[src/hw/rtl/tpzg_pkg.sv]
// Shared types and constants for the touch pan/zoom gesture block.
// Used by tpzg_zoom and touch_pan_zoom_gesture; depends on nothing else.
package tpzg_pkg;

  localparam int PAN_BITS       = 32;
  localparam int ZOOM_BITS      = 5;
  localparam int CFG_COORD_BITS = 12;
  localparam int CFG_DATA_BITS  = 32;
  localparam int CFG_INDEX_BITS = 3;
  localparam int BUTTON_BITS    = 2;
  localparam int TAP_EVENT_BITS = 2;

  typedef enum logic [BUTTON_BITS-1:0] {
    BTN_MAP      = 2'd0,
    BTN_ZOOM_IN  = 2'd1,
    BTN_ZOOM_OUT = 2'd2,
    BTN_OTHER    = 2'd3
  } button_t;

  typedef enum logic [TAP_EVENT_BITS-1:0] {
    TAP_NONE   = 2'd0,
    TAP_SINGLE = 2'd1,
    TAP_DOUBLE = 2'd2
  } tap_event_t;

  typedef enum logic [CFG_INDEX_BITS-1:0] {
    REG_TAP_MAX_DURATION  = 3'd0,
    REG_TAP_MAX_MOVE      = 3'd1,
    REG_DOUBLE_TAP_WINDOW = 3'd2,
    REG_DOUBLE_TAP_RADIUS = 3'd3,
    REG_MIN_ZOOM          = 3'd4,
    REG_MAX_ZOOM          = 3'd5,
    REG_CENTER_X          = 3'd6,
    REG_CENTER_Y          = 3'd7
  } cfg_reg_t;

  // Allowed zoom range as programmed.
  typedef struct packed {
    logic [ZOOM_BITS-1:0] min_zoom;
    logic [ZOOM_BITS-1:0] max_zoom;
  } zoom_range_t;

  // Request for one zoom step: whether to step at all, and in which direction.
  typedef struct packed {
    logic step;
    logic up;
  } zoom_req_t;

endpackage

[src/hw/rtl/tpzg_zoom.sv]
// One clamped zoom step with pan re-basing about a focal point.
// Depends on tpzg_pkg; purely combinational, used once by the top level.
module tpzg_zoom #(
  parameter int FOCAL_BITS = 12
) (
  input  tpzg_pkg::zoom_req_t                 req,
  input  tpzg_pkg::zoom_range_t               range,
  input  logic [tpzg_pkg::ZOOM_BITS-1:0]      zoom,
  input  logic [tpzg_pkg::PAN_BITS-1:0]       pan_x,
  input  logic [tpzg_pkg::PAN_BITS-1:0]       pan_y,
  input  logic [FOCAL_BITS-1:0]               focal_x,
  input  logic [FOCAL_BITS-1:0]               focal_y,
  output logic [tpzg_pkg::PAN_BITS-1:0]       pan_x_next,
  output logic [tpzg_pkg::PAN_BITS-1:0]       pan_y_next,
  output logic [tpzg_pkg::ZOOM_BITS-1:0]      zoom_next
);
  import tpzg_pkg::*;

  localparam int LEVEL_BITS = ZOOM_BITS + 2;
  localparam int WORLD_BITS = PAN_BITS + 2;
  localparam logic signed [LEVEL_BITS-1:0] STEP_ONE = LEVEL_BITS'(1);

  logic signed [LEVEL_BITS-1:0] cur;
  logic signed [LEVEL_BITS-1:0] lo;
  logic signed [LEVEL_BITS-1:0] hi;
  logic signed [LEVEL_BITS-1:0] target;
  logic signed [LEVEL_BITS-1:0] delta;
  logic                         changed;
  logic                         going_up;
  logic [ZOOM_BITS-1:0]         amount;

  // Shift the world coordinate under the focal point, then subtract the focal
  // point again. Zooming out floors toward minus infinity.
  function automatic logic [PAN_BITS-1:0] rebase(
    input logic [PAN_BITS-1:0]   pan,
    input logic [FOCAL_BITS-1:0] focal,
    input logic                  up,
    input logic [ZOOM_BITS-1:0]  shamt
  );
    logic signed [WORLD_BITS-1:0] world;
    logic signed [WORLD_BITS-1:0] moved;
    world = $signed({{2{pan[PAN_BITS-1]}}, pan}) + $signed(WORLD_BITS'(focal));
    moved = up ? (world <<< shamt) : (world >>> shamt);
    return moved[PAN_BITS-1:0] - PAN_BITS'(focal);
  endfunction

  always_comb begin
    cur = $signed({2'b00, zoom});
    lo  = $signed({2'b00, range.min_zoom});
    hi  = $signed({2'b00, range.max_zoom});
    target = req.up ? (cur + STEP_ONE) : (cur - STEP_ONE);
    // The upper clamp comes last, so it wins on an inverted range.
    if (target < lo) begin
      target = lo;
    end
    if (target > hi) begin
      target = hi;
    end
    changed  = req.step && (target != cur);
    going_up = target > cur;
    delta    = going_up ? (target - cur) : (cur - target);
    amount   = delta[ZOOM_BITS-1:0];
  end

  assign pan_x_next = changed ? rebase(pan_x, focal_x, going_up, amount) : pan_x;
  assign pan_y_next = changed ? rebase(pan_y, focal_y, going_up, amount) : pan_y;
  assign zoom_next  = changed ? target[ZOOM_BITS-1:0] : zoom;

endmodule

[src/hw/rtl/touch_pan_zoom_gesture.sv]
// Top level of the touch pan/zoom gesture recognizer.
// Depends on tpzg_pkg and tpzg_zoom.
//
// The block takes one touch poll per transfer and returns one result per poll:
// the pan offset, zoom level and drag state after that poll, plus a tap event
// code in m_tuser. A one-finger drag on the map pans the view, a press that
// starts on a zoom button steps the zoom about the programmed screen center,
// and a quick second tap near the first one zooms in about its touch-down
// point. The gesture state and the result are both updated at the edge that
// accepts the poll, so the result is registered for the master side at that
// edge. One poll per cycle is sustained while s_tready stays high, since each
// poll depends on the state the previous poll left and that state is updated
// at the edge that accepts the previous poll. The result side has an output
// register plus one skid entry, so a poll is still accepted while a result
// waits; s_tready falls only when both hold results. Distances are compared
// as exact squares; the squares of the move and radius limits are formed
// when those registers are written. All state comes out of reset at once,
// with no clearing pass. Configuration may be written only while no results
// are outstanding.
module touch_pan_zoom_gesture #(
  parameter int COORD_BITS = 12,
  parameter int TIME_BITS  = 48
) (
  input  logic clk,
  input  logic rst,
  // Touch polls.
  input  logic                                          s_tvalid,
  output logic                                          s_tready,
  // From bit 0 up: pressed, touch_x, touch_y, time_us, zero fill.
  input  logic [((1 + 2*COORD_BITS + TIME_BITS + 7) / 8) * 8 - 1:0] s_tdata,
  // button_hit.
  input  logic [tpzg_pkg::BUTTON_BITS-1:0]              s_tuser,
  // Results.
  output logic                                          m_tvalid,
  input  logic                                          m_tready,
  // From bit 0 up: pan_x, pan_y, zoom_level, is_dragging, zero fill.
  output logic [((2*tpzg_pkg::PAN_BITS + tpzg_pkg::ZOOM_BITS + 1 + 7) / 8) * 8 - 1:0] m_tdata,
  // tap_event.
  output logic [tpzg_pkg::TAP_EVENT_BITS-1:0]           m_tuser,
  // Configuration writes.
  input  logic                                          cfg_wen,
  input  logic [tpzg_pkg::CFG_INDEX_BITS-1:0]           cfg_index,
  input  logic [tpzg_pkg::CFG_DATA_BITS-1:0]            cfg_data
);
  import tpzg_pkg::*;

  localparam int IN_DATA_BITS   = ((1 + 2*COORD_BITS + TIME_BITS + 7) / 8) * 8;
  localparam int OUT_DATA_BITS  = ((2*PAN_BITS + ZOOM_BITS + 1 + 7) / 8) * 8;
  localparam int SQ_BITS        = 2*COORD_BITS + 1;
  localparam int PROD_BITS      = 2*COORD_BITS + 2;
  localparam int LIMIT_SQ_BITS  = 2*CFG_COORD_BITS;
  localparam int CMP_BITS       = (SQ_BITS > LIMIT_SQ_BITS) ? SQ_BITS : LIMIT_SQ_BITS;
  localparam int FOCAL_BITS     = (COORD_BITS > CFG_COORD_BITS) ? COORD_BITS : CFG_COORD_BITS;
  localparam int X_LSB          = 1;
  localparam int Y_LSB          = X_LSB + COORD_BITS;
  localparam int T_LSB          = Y_LSB + COORD_BITS;

  // Configuration registers; the two distance limits are kept squared.
  logic [CFG_DATA_BITS-1:0]  tap_max_duration;
  logic [LIMIT_SQ_BITS-1:0]  tap_move_sq;
  logic [CFG_DATA_BITS-1:0]  double_tap_window;
  logic [LIMIT_SQ_BITS-1:0]  tap_radius_sq;
  zoom_range_t               zrange;
  logic [CFG_COORD_BITS-1:0] center_x;
  logic [CFG_COORD_BITS-1:0] center_y;
  logic [LIMIT_SQ_BITS-1:0]  cfg_sq;

  // Gesture state.
  logic [PAN_BITS-1:0]   pan_x, pan_x_next;
  logic [PAN_BITS-1:0]   pan_y, pan_y_next;
  logic [ZOOM_BITS-1:0]  zoom, zoom_next;
  logic                  touching, touching_next;
  logic                  dragging, dragging_next;
  logic                  press_on_button, press_on_button_next;
  logic [COORD_BITS-1:0] prev_x, prev_x_next;
  logic [COORD_BITS-1:0] prev_y, prev_y_next;
  logic [TIME_BITS-1:0]  down_time, down_time_next;
  logic [COORD_BITS-1:0] down_x, down_x_next;
  logic [COORD_BITS-1:0] down_y, down_y_next;
  logic [SQ_BITS-1:0]    max_move_sq, max_move_sq_next;
  logic [SQ_BITS-1:0]    tap_gap_sq, tap_gap_sq_next;
  logic                  have_prev_tap, have_prev_tap_next;
  logic [TIME_BITS-1:0]  prev_tap_time, prev_tap_time_next;
  logic [COORD_BITS-1:0] prev_tap_x, prev_tap_x_next;
  logic [COORD_BITS-1:0] prev_tap_y, prev_tap_y_next;

  // Output register and skid entry.
  logic                      out_valid;
  logic [OUT_DATA_BITS-1:0]  out_data;
  logic [TAP_EVENT_BITS-1:0] out_user;
  logic                      skid_valid;
  logic [OUT_DATA_BITS-1:0]  skid_data;
  logic [TAP_EVENT_BITS-1:0] skid_user;

  // Poll fields and per-poll logic.
  logic                   s_fire;
  logic                   m_fire;
  logic                   pressed;
  logic [COORD_BITS-1:0]  touch_x;
  logic [COORD_BITS-1:0]  touch_y;
  logic [TIME_BITS-1:0]   time_us;
  button_t                button_hit;
  tap_event_t             tap_event;
  logic [COORD_BITS-1:0]  ref_x;
  logic [COORD_BITS-1:0]  ref_y;
  logic signed [COORD_BITS:0]     dx;
  logic signed [COORD_BITS:0]     dy;
  logic signed [PROD_BITS-1:0]    dx_sq;
  logic signed [PROD_BITS-1:0]    dy_sq;
  logic [SQ_BITS-1:0]     dist_sq;
  logic [TIME_BITS-1:0]   press_time;
  logic [TIME_BITS-1:0]   since_tap;
  zoom_req_t              zreq;
  logic [FOCAL_BITS-1:0]  focal_x;
  logic [FOCAL_BITS-1:0]  focal_y;
  logic [PAN_BITS-1:0]    zpan_x;
  logic [PAN_BITS-1:0]    zpan_y;
  logic [ZOOM_BITS-1:0]   zzoom;
  logic [PAN_BITS-1:0]    drag_pan_x;
  logic [PAN_BITS-1:0]    drag_pan_y;
  logic [OUT_DATA_BITS-1:0] res_data;

  assign s_fire   = s_tvalid && s_tready;
  assign m_fire   = out_valid && m_tready;
  assign s_tready = !skid_valid;
  assign m_tvalid = out_valid;
  assign m_tdata  = out_data;
  assign m_tuser  = out_user;

  assign pressed    = s_tdata[0];
  assign touch_x    = s_tdata[X_LSB +: COORD_BITS];
  assign touch_y    = s_tdata[Y_LSB +: COORD_BITS];
  assign time_us    = s_tdata[T_LSB +: TIME_BITS];
  assign button_hit = button_t'(s_tuser);

  // Squared limit for whichever distance register is being written.
  assign cfg_sq = LIMIT_SQ_BITS'(cfg_data[CFG_COORD_BITS-1:0]) *
                  LIMIT_SQ_BITS'(cfg_data[CFG_COORD_BITS-1:0]);

  // One shared squared-distance unit. While held it measures the drift from
  // touch-down; on touch-down it measures the gap to the last recorded tap,
  // which cannot change before this press is released.
  assign ref_x   = touching ? down_x : prev_tap_x;
  assign ref_y   = touching ? down_y : prev_tap_y;
  assign dx      = $signed({1'b0, touch_x}) - $signed({1'b0, ref_x});
  assign dy      = $signed({1'b0, touch_y}) - $signed({1'b0, ref_y});
  assign dx_sq   = PROD_BITS'(dx) * PROD_BITS'(dx);
  assign dy_sq   = PROD_BITS'(dy) * PROD_BITS'(dy);
  assign dist_sq = SQ_BITS'(dx_sq[2*COORD_BITS-1:0]) + SQ_BITS'(dy_sq[2*COORD_BITS-1:0]);

  assign press_time = time_us - down_time;
  assign since_tap  = time_us - prev_tap_time;

  // Drag pans by the finger movement since the previous poll, wrapping at 32 bits.
  assign drag_pan_x = pan_x - PAN_BITS'(touch_x) + PAN_BITS'(prev_x);
  assign drag_pan_y = pan_y - PAN_BITS'(touch_y) + PAN_BITS'(prev_y);

  tpzg_zoom #(
    .FOCAL_BITS (FOCAL_BITS)
  ) u_zoom (
    .req        (zreq),
    .range      (zrange),
    .zoom       (zoom),
    .pan_x      (pan_x),
    .pan_y      (pan_y),
    .focal_x    (focal_x),
    .focal_y    (focal_y),
    .pan_x_next (zpan_x),
    .pan_y_next (zpan_y),
    .zoom_next  (zzoom)
  );

  always_comb begin
    touching_next        = pressed;
    dragging_next        = dragging;
    press_on_button_next = press_on_button;
    prev_x_next          = prev_x;
    prev_y_next          = prev_y;
    down_time_next       = down_time;
    down_x_next          = down_x;
    down_y_next          = down_y;
    max_move_sq_next     = max_move_sq;
    tap_gap_sq_next      = tap_gap_sq;
    have_prev_tap_next   = have_prev_tap;
    prev_tap_time_next   = prev_tap_time;
    prev_tap_x_next      = prev_tap_x;
    prev_tap_y_next      = prev_tap_y;
    pan_x_next           = pan_x;
    pan_y_next           = pan_y;
    tap_event            = TAP_NONE;
    zreq.step            = 1'b0;
    zreq.up              = 1'b1;
    focal_x              = FOCAL_BITS'(center_x);
    focal_y              = FOCAL_BITS'(center_y);

    if (pressed) begin
      if (!touching) begin
        // Touch-down: the button code counts only on this poll.
        down_time_next   = time_us;
        down_x_next      = touch_x;
        down_y_next      = touch_y;
        max_move_sq_next = '0;
        tap_gap_sq_next  = dist_sq;
        dragging_next    = 1'b0;
        case (button_hit)
          BTN_ZOOM_IN: begin
            zreq.step            = 1'b1;
            zreq.up              = 1'b1;
            press_on_button_next = 1'b1;
          end
          BTN_ZOOM_OUT: begin
            zreq.step            = 1'b1;
            zreq.up              = 1'b0;
            press_on_button_next = 1'b1;
          end
          BTN_OTHER: begin
            press_on_button_next = 1'b1;
          end
          default: begin
            press_on_button_next = 1'b0;
          end
        endcase
      end else if (!press_on_button) begin
        // The first held poll only starts the drag; panning follows after.
        if (dragging) begin
          pan_x_next = drag_pan_x;
          pan_y_next = drag_pan_y;
        end
        dragging_next = 1'b1;
        if (dist_sq > max_move_sq) begin
          max_move_sq_next = dist_sq;
        end
      end
      prev_x_next = touch_x;
      prev_y_next = touch_y;
    end else begin
      if (touching && !press_on_button) begin
        if (press_time < TIME_BITS'(tap_max_duration) &&
            CMP_BITS'(max_move_sq) < CMP_BITS'(tap_move_sq)) begin
          if (have_prev_tap && since_tap < TIME_BITS'(double_tap_window) &&
              CMP_BITS'(tap_gap_sq) < CMP_BITS'(tap_radius_sq)) begin
            zreq.step          = 1'b1;
            zreq.up            = 1'b1;
            focal_x            = FOCAL_BITS'(down_x);
            focal_y            = FOCAL_BITS'(down_y);
            have_prev_tap_next = 1'b0;
            tap_event          = TAP_DOUBLE;
          end else begin
            have_prev_tap_next = 1'b1;
            prev_tap_time_next = time_us;
            prev_tap_x_next    = down_x;
            prev_tap_y_next    = down_y;
            tap_event          = TAP_SINGLE;
          end
        end
      end
      dragging_next        = 1'b0;
      press_on_button_next = 1'b0;
    end

    // A zoom step never coincides with a drag pan on the same poll.
    if (zreq.step) begin
      pan_x_next = zpan_x;
      pan_y_next = zpan_y;
    end
  end

  assign zoom_next = zzoom;
  assign res_data  = OUT_DATA_BITS'({dragging_next, zoom_next, pan_y_next, pan_x_next});

  // Configuration registers.
  always_ff @(posedge clk) begin
    if (rst) begin
      tap_max_duration  <= CFG_DATA_BITS'(300000);
      tap_move_sq       <= LIMIT_SQ_BITS'(400);
      double_tap_window <= CFG_DATA_BITS'(400000);
      tap_radius_sq     <= LIMIT_SQ_BITS'(1600);
      zrange.min_zoom   <= ZOOM_BITS'(0);
      zrange.max_zoom   <= ZOOM_BITS'(19);
      center_x          <= CFG_COORD_BITS'(360);
      center_y          <= CFG_COORD_BITS'(640);
    end else if (cfg_wen) begin
      case (cfg_reg_t'(cfg_index))
        REG_TAP_MAX_DURATION:  tap_max_duration  <= cfg_data;
        REG_TAP_MAX_MOVE:      tap_move_sq       <= cfg_sq;
        REG_DOUBLE_TAP_WINDOW: double_tap_window <= cfg_data;
        REG_DOUBLE_TAP_RADIUS: tap_radius_sq     <= cfg_sq;
        REG_MIN_ZOOM:          zrange.min_zoom   <= cfg_data[ZOOM_BITS-1:0];
        REG_MAX_ZOOM:          zrange.max_zoom   <= cfg_data[ZOOM_BITS-1:0];
        REG_CENTER_X:          center_x          <= cfg_data[CFG_COORD_BITS-1:0];
        REG_CENTER_Y:          center_y          <= cfg_data[CFG_COORD_BITS-1:0];
        default: begin
        end
      endcase
    end
  end

  // Gesture state, updated by every accepted poll.
  always_ff @(posedge clk) begin
    if (rst) begin
      pan_x           <= '0;
      pan_y           <= '0;
      zoom            <= '0;
      touching        <= 1'b0;
      dragging        <= 1'b0;
      press_on_button <= 1'b0;
      prev_x          <= '0;
      prev_y          <= '0;
      down_time       <= '0;
      down_x          <= '0;
      down_y          <= '0;
      max_move_sq     <= '0;
      tap_gap_sq      <= '0;
      have_prev_tap   <= 1'b0;
      prev_tap_time   <= '0;
      prev_tap_x      <= '0;
      prev_tap_y      <= '0;
    end else if (s_fire) begin
      pan_x           <= pan_x_next;
      pan_y           <= pan_y_next;
      zoom            <= zoom_next;
      touching        <= touching_next;
      dragging        <= dragging_next;
      press_on_button <= press_on_button_next;
      prev_x          <= prev_x_next;
      prev_y          <= prev_y_next;
      down_time       <= down_time_next;
      down_x          <= down_x_next;
      down_y          <= down_y_next;
      max_move_sq     <= max_move_sq_next;
      tap_gap_sq      <= tap_gap_sq_next;
      have_prev_tap   <= have_prev_tap_next;
      prev_tap_time   <= prev_tap_time_next;
      prev_tap_x      <= prev_tap_x_next;
      prev_tap_y      <= prev_tap_y_next;
    end
  end

  // Result buffer control: the skid entry fills only when the output register
  // is held by a result that is not taken in the same cycle.
  always_ff @(posedge clk) begin
    if (rst) begin
      out_valid  <= 1'b0;
      skid_valid <= 1'b0;
    end else if (skid_valid) begin
      if (m_fire) begin
        skid_valid <= 1'b0;
      end
    end else if (s_fire) begin
      if (out_valid && !m_tready) begin
        skid_valid <= 1'b1;
      end else begin
        out_valid <= 1'b1;
      end
    end else if (m_fire) begin
      out_valid <= 1'b0;
    end
  end

  // Result payload.
  always_ff @(posedge clk) begin
    if (skid_valid) begin
      if (m_fire) begin
        out_data <= skid_data;
        out_user <= skid_user;
      end
    end else if (s_fire) begin
      if (out_valid && !m_tready) begin
        skid_data <= res_data;
        skid_user <= tap_event;
      end else begin
        out_data <= res_data;
        out_user <= tap_event;
      end
    end
  end

`ifndef SYNTHESIS
  // The skid entry is only ever used behind a full output register.
  a_skid_behind_out: assert property (@(posedge clk) disable iff (rst)
    skid_valid |-> out_valid)
    else $error("skid entry holds a result while the output register is empty");

  // A drag exists only during a held press that did not start on a control.
  a_drag_needs_press: assert property (@(posedge clk) disable iff (rst)
    dragging |-> (touching && !press_on_button))
    else $error("drag state set outside a map press");

  // A recognized double tap consumes the pending tap.
  a_double_clears_tap: assert property (@(posedge clk) disable iff (rst)
    (s_fire && tap_event == TAP_DOUBLE) |=> !have_prev_tap)
    else $error("pending tap survived a double tap");

  // A single tap always leaves a pending tap at the touch-down point.
  a_single_records_tap: assert property (@(posedge clk) disable iff (rst)
    (s_fire && tap_event == TAP_SINGLE) |=>
      (have_prev_tap && prev_tap_x == $past(down_x) && prev_tap_y == $past(down_y)))
    else $error("single tap not recorded");
`endif

endmodule

[config.mk]
export PLATFORM = sky130hd
export DESIGN_NAME = touch_pan_zoom_gesture
export DESIGN_NICKNAME = d
export VERILOG_FILES = /design/src/hw/rtl/tpzg_pkg.sv /design/src/hw/rtl/tpzg_zoom.sv /design/src/hw/rtl/touch_pan_zoom_gesture.sv
export SDC_FILE = /design/constraint.sdc
export NUM_CORES = 2
export LEC_CHECK = 0
export BUFFER_PORTS_ARGS = -buffer_cell sky130_fd_sc_hd__buf_2
export CAP_MARGIN = 20
export CELL_PAD_IN_SITES_DETAIL_PLACEMENT = 1
export CELL_PAD_IN_SITES_GLOBAL_PLACEMENT = 1
export CORE_UTILIZATION = 44
export CTS_BUF_LIST = sky130_fd_sc_hd__clkbuf_8 sky130_fd_sc_hd__clkbuf_16
export DETAILED_ROUTE_END_ITERATION = 8
export GPL_TIMING_DRIVEN = 1
export PLACE_DENSITY_LB_ADDON = 0.1
export SLEW_MARGIN = 10
export SYNTH_ARGS = -nofsm -noshare
export SYNTH_HDL_FRONTEND = slang
export SYNTH_SLANG_ARGS = --single-unit
export TNS_END_PERCENT = 5
[constraint.sdc]
create_clock -name clk -period 14.3 [get_ports clk]
set_input_delay 2.86 -clock clk [delete_from_list [all_inputs] [get_ports clk]]
set_output_delay 2.86 -clock clk [all_outputs]
set_load 0.005 [all_outputs]
==> impl_metrics.env <==
export IMPL_setup_ws_ns=-0.372
export IMPL_drive_gt1_share_pct=22.7
export IMPL_ys_seq_elements=581
export IMPL_hold_start="down_time[13]"
export IMPL_holdWs_ns=0.453
export IMPL_ios=198
export IMPL_multiInputGateArea_sq_um=49100
export IMPL_ant_nets=0
export IMPL_crit_top_cell="buf_4"
export IMPL_clock_path_buffers=3
export IMPL_netlist_instances=8206
export IMPL_grt_pass1_vias=72048
export IMPL_routed_wl_mm=293
export IMPL_die_h_microns=387
export IMPL_ys_warn_count=0
export IMPL_rsz0062_at_grt="true"
export IMPL_endpoint_kind="flop"
export IMPL_setup_viol=65
export IMPL_grt_total_usage_pct=38.0
export IMPL_synthArstFlopShare_pct=0
export IMPL_die_width_microns=387
export IMPL_gp_congestion=1.03
export IMPL_yosysTopAreaCellShare_pct=13.4
export IMPL_cts_made_buffers=74
export IMPL_rr_startpoint="down_time[0]"
export IMPL_synthFlopType="dfxtp_1"
export IMPL_synth_area_per_cell_sq_um=7.96
export IMPL_violations="setup timing"
export IMPL_io_buffers=188
export IMPL_synth_edf_count=144
export IMPL_h_tree_depth=3
export IMPL_die_area_sq_um=150000
export IMPL_crit_fanout=10
export IMPL_post_drt_wl_per_cell_microns=25.7
export IMPL_fp_row_count=141
export IMPL_crit_buf_inv=13
export IMPL_critical_path_top_delay_family="compound AO/OA/AOI/OAI gates"
export IMPL_synth_area_leaders="dfxtp_1 13%, ha_1 12%, fa_1 12%, edfxtp_1 6.6%, nand2_1 6.4%"
export IMPL_startpoint_type="input pin"
export IMPL_status="finished, violations left"
export IMPL_slew_violations=0
export IMPL_regArea_sq_um=13100
export IMPL_cts_sinks=581
export IMPL_core_sq_um=147000
export IMPL_worstMarginPinSlew_ns=1.15
export IMPL_crit_start="s_tdata[25]"
export IMPL_cpMaxStageDelayCell="or4_4"
export IMPL_drcViolationCount=0
export IMPL_initial_core_util_pct=44.3
export IMPL_hold_viol_final=0
export IMPL_route_vias_total=67623
export IMPL_hp_class="flop to flop"
export IMPL_slowest_delay_ns=0.56
export IMPL_min_period_ns=14.67
export IMPL_max_freq_mhz=68.2
export IMPL_path_clk_slew_ns=0.06
export IMPL_num_nets_final=10519
export IMPL_synthDistinctLibCells=121
export IMPL_fin_area_sq_um=82000
export IMPL_grt_max_degree=91
export IMPL_max_slew_margin_rel_pct=23.0
export IMPL_fin_skew_ns=0.0693
export IMPL_path_class="input pin to flop"
export IMPL_dpl_cell_area_sq_um=76800
export IMPL_first_pass_iters=5
export IMPL_maxCapViolations=0
export IMPL_area_delta_synth_final_pct=25.5
export IMPL_antenna_found_initial=25
export IMPL_timing_final_crit_share_pct=103
export IMPL_tritoncts="yes"
export IMPL_place_hpwl_mm=228
export IMPL_clockRootBuffer="clkbuf_16"
export IMPL_vias_per_cell=5.94
export IMPL_seq_area_frac_synth_pct=20.0
export IMPL_gr_total_overflow=0
export IMPL_grt_pass1_wl_mm=439
export IMPL_drtIter0Drc=4332
export IMPL_clk_latency_ns=0.73
export IMPL_fill_cells=17851
export IMPL_worstPathArrival_ns=15.11
export IMPL_netlist_area_sq_um=65300
export IMPL_cp_required_ns=14.74
export IMPL_yosysTopAreaCell="dfxtp_1"
==> path summary, 6_finish.rpt <==
check	endpoint	slack, ns	cells past startpoint
setup reg to reg	m_tdata[29]	1.56	61
hold / removal	down_time[13]	0.45	2
setup / recovery	m_tdata[29]	-0.37	63
hold reg to reg	down_time[13]	0.45	2
==> cell families (layout without fill, tap and decap cells) <==
| logic type | Yosys count | count (layout) | synth area share, % |
|---|---|---|---|
| multiplexers | 267 | 267 | 4.82 |
| XOR/XNOR | 350 | 350 | 4.73 |
| buffers and inverters | 1335 | 2574 | 7.93 |
| adder cells (fa/ha/maj) | 1011 | 1011 | 23.7 |
| AND/OR/NAND/NOR | 2560 | 2560 | 17.6 |
| flip-flops | 581 | 581 | 20.0 |
| AO/OA/AOI/OAI | 2101 | 2101 | 21.2 |
| other | 1 | 16 | 0.00574 |
==> synth_stat cells (144+ instances only) <==
| cell | number |
|---|---|
| ha_1 | 630 |
| nor2_1 | 656 |
| mux2i_1 | 168 |
| inv_1 | 938 |
| nand2_1 | 1122 |
| dfxtp_1 | 437 |
| clkbuf_1 | 264 |
| a21oi_1 | 666 |
| o21ai_0 | 325 |
| fa_1 | 381 |
| edfxtp_1 | 144 |
| xnor2_1 | 244 |
==> registers in the layout, summed over array words and instances (netlist names), 23 cells and up <==
| name | count |
|---|---|
| tap_gap_sq | 25 |
| skid_data | 70 |
| down_time | 48 |
| pan_y | 32 |
| tap_move_sq | 23 |
| pan_x | 32 |
| prev_tap_time | 48 |
| tap_max_duration | 32 |
| double_tap_window | 32 |
| m_tdata | 70 |
| tap_radius_sq | 23 |
| max_move_sq | 25 |
==> cell type report <==
type | count | area share [%]
Inverter | 948 | 4.34
Tap cell | 1930 | 2.94
Multi-Input combinational cell | 6293 | 59.9
Antenna cell | 12 | 0.0366
Clock inverter | 48 | 0.667
Sequential cell | 581 | 15.9
Timing Repair Buffer | 1488 | 13.6
Clock buffer | 90 | 2.58
==> routing by layer <==
metal  up-vias  global-route usage (%)  wire length (microns)  share of wire (%)
met2      1989                    64.5                 140000                 48
met4        18                    20.8                  18000                6.2
li1      30879                       -                      -                  -
met1     34070                    46.0                 119000                 41
met5         -                       0                    145              0.050
met3       667                    5.81                  16200                5.5
==> worst min-delay path, stage by stage (launching register included) <==
cell and delay (ns):
dfxtp_1 0.31, nand2_1 0.05, a21oi_1 0.05
==> cells in the final DEF (no fill, tap or decap), types with 49 or more instances in the layout <==
cell       netlist  layout
dfxtp_1        437     435
a211oi_1       127     112
o22ai_1         57      49
nand4_1         76      76
o21a_1          74      73
a22oi_1         59      59
nand3_1        142     137
fa_1           381     376
xnor2_1        244     225
ha_1           630     606
and2_1          81      77
a21o_1         125     125
mux2i_1        168     158
nand2_1       1122    1102
nor2b_1         58      54
buf_4           11    1256
inv_1          938     935
buf_2           70     187
and3_1          53      52
o21ai_0        325     282
nor2_1         656     633
xor2_1         103     100
mux2_2          68      64
edfxtp_1       144     144
o211ai_1       120     120
a21oi_1        666     616
clkbuf_16        0      80
nor3_1         127     120
a31oi_1         62      58
==> through the flow <==
stage	cells	setup WS [ns]	util, %	setup TNS, ns
2_1_floorplan	8209	-0.0379	-	-0.0654
3_3_place_gp	11155	-2.05	52.0	-223.99
3_5_place_dp	11157	-2.47	52.0	-282.98
4_1_cts	11342	-0.412	54.8	-9.81
5_1_grt	11380	-0.746	55.6	-52.09
6_report	11390	-0.372	55.6	-8.81
==> repair_timing <==
action	CTS	global route
setup buffers	46	32
resized for setup	234	179
endpoints found under the setup margin	152	161
gates cloned	1	2
pin swaps	85	87
hold buffers	0	0
Power is left out: the tool's default activity adds up to more than one toggle a clock period on the data nets, which glitch-free logic cannot reach.
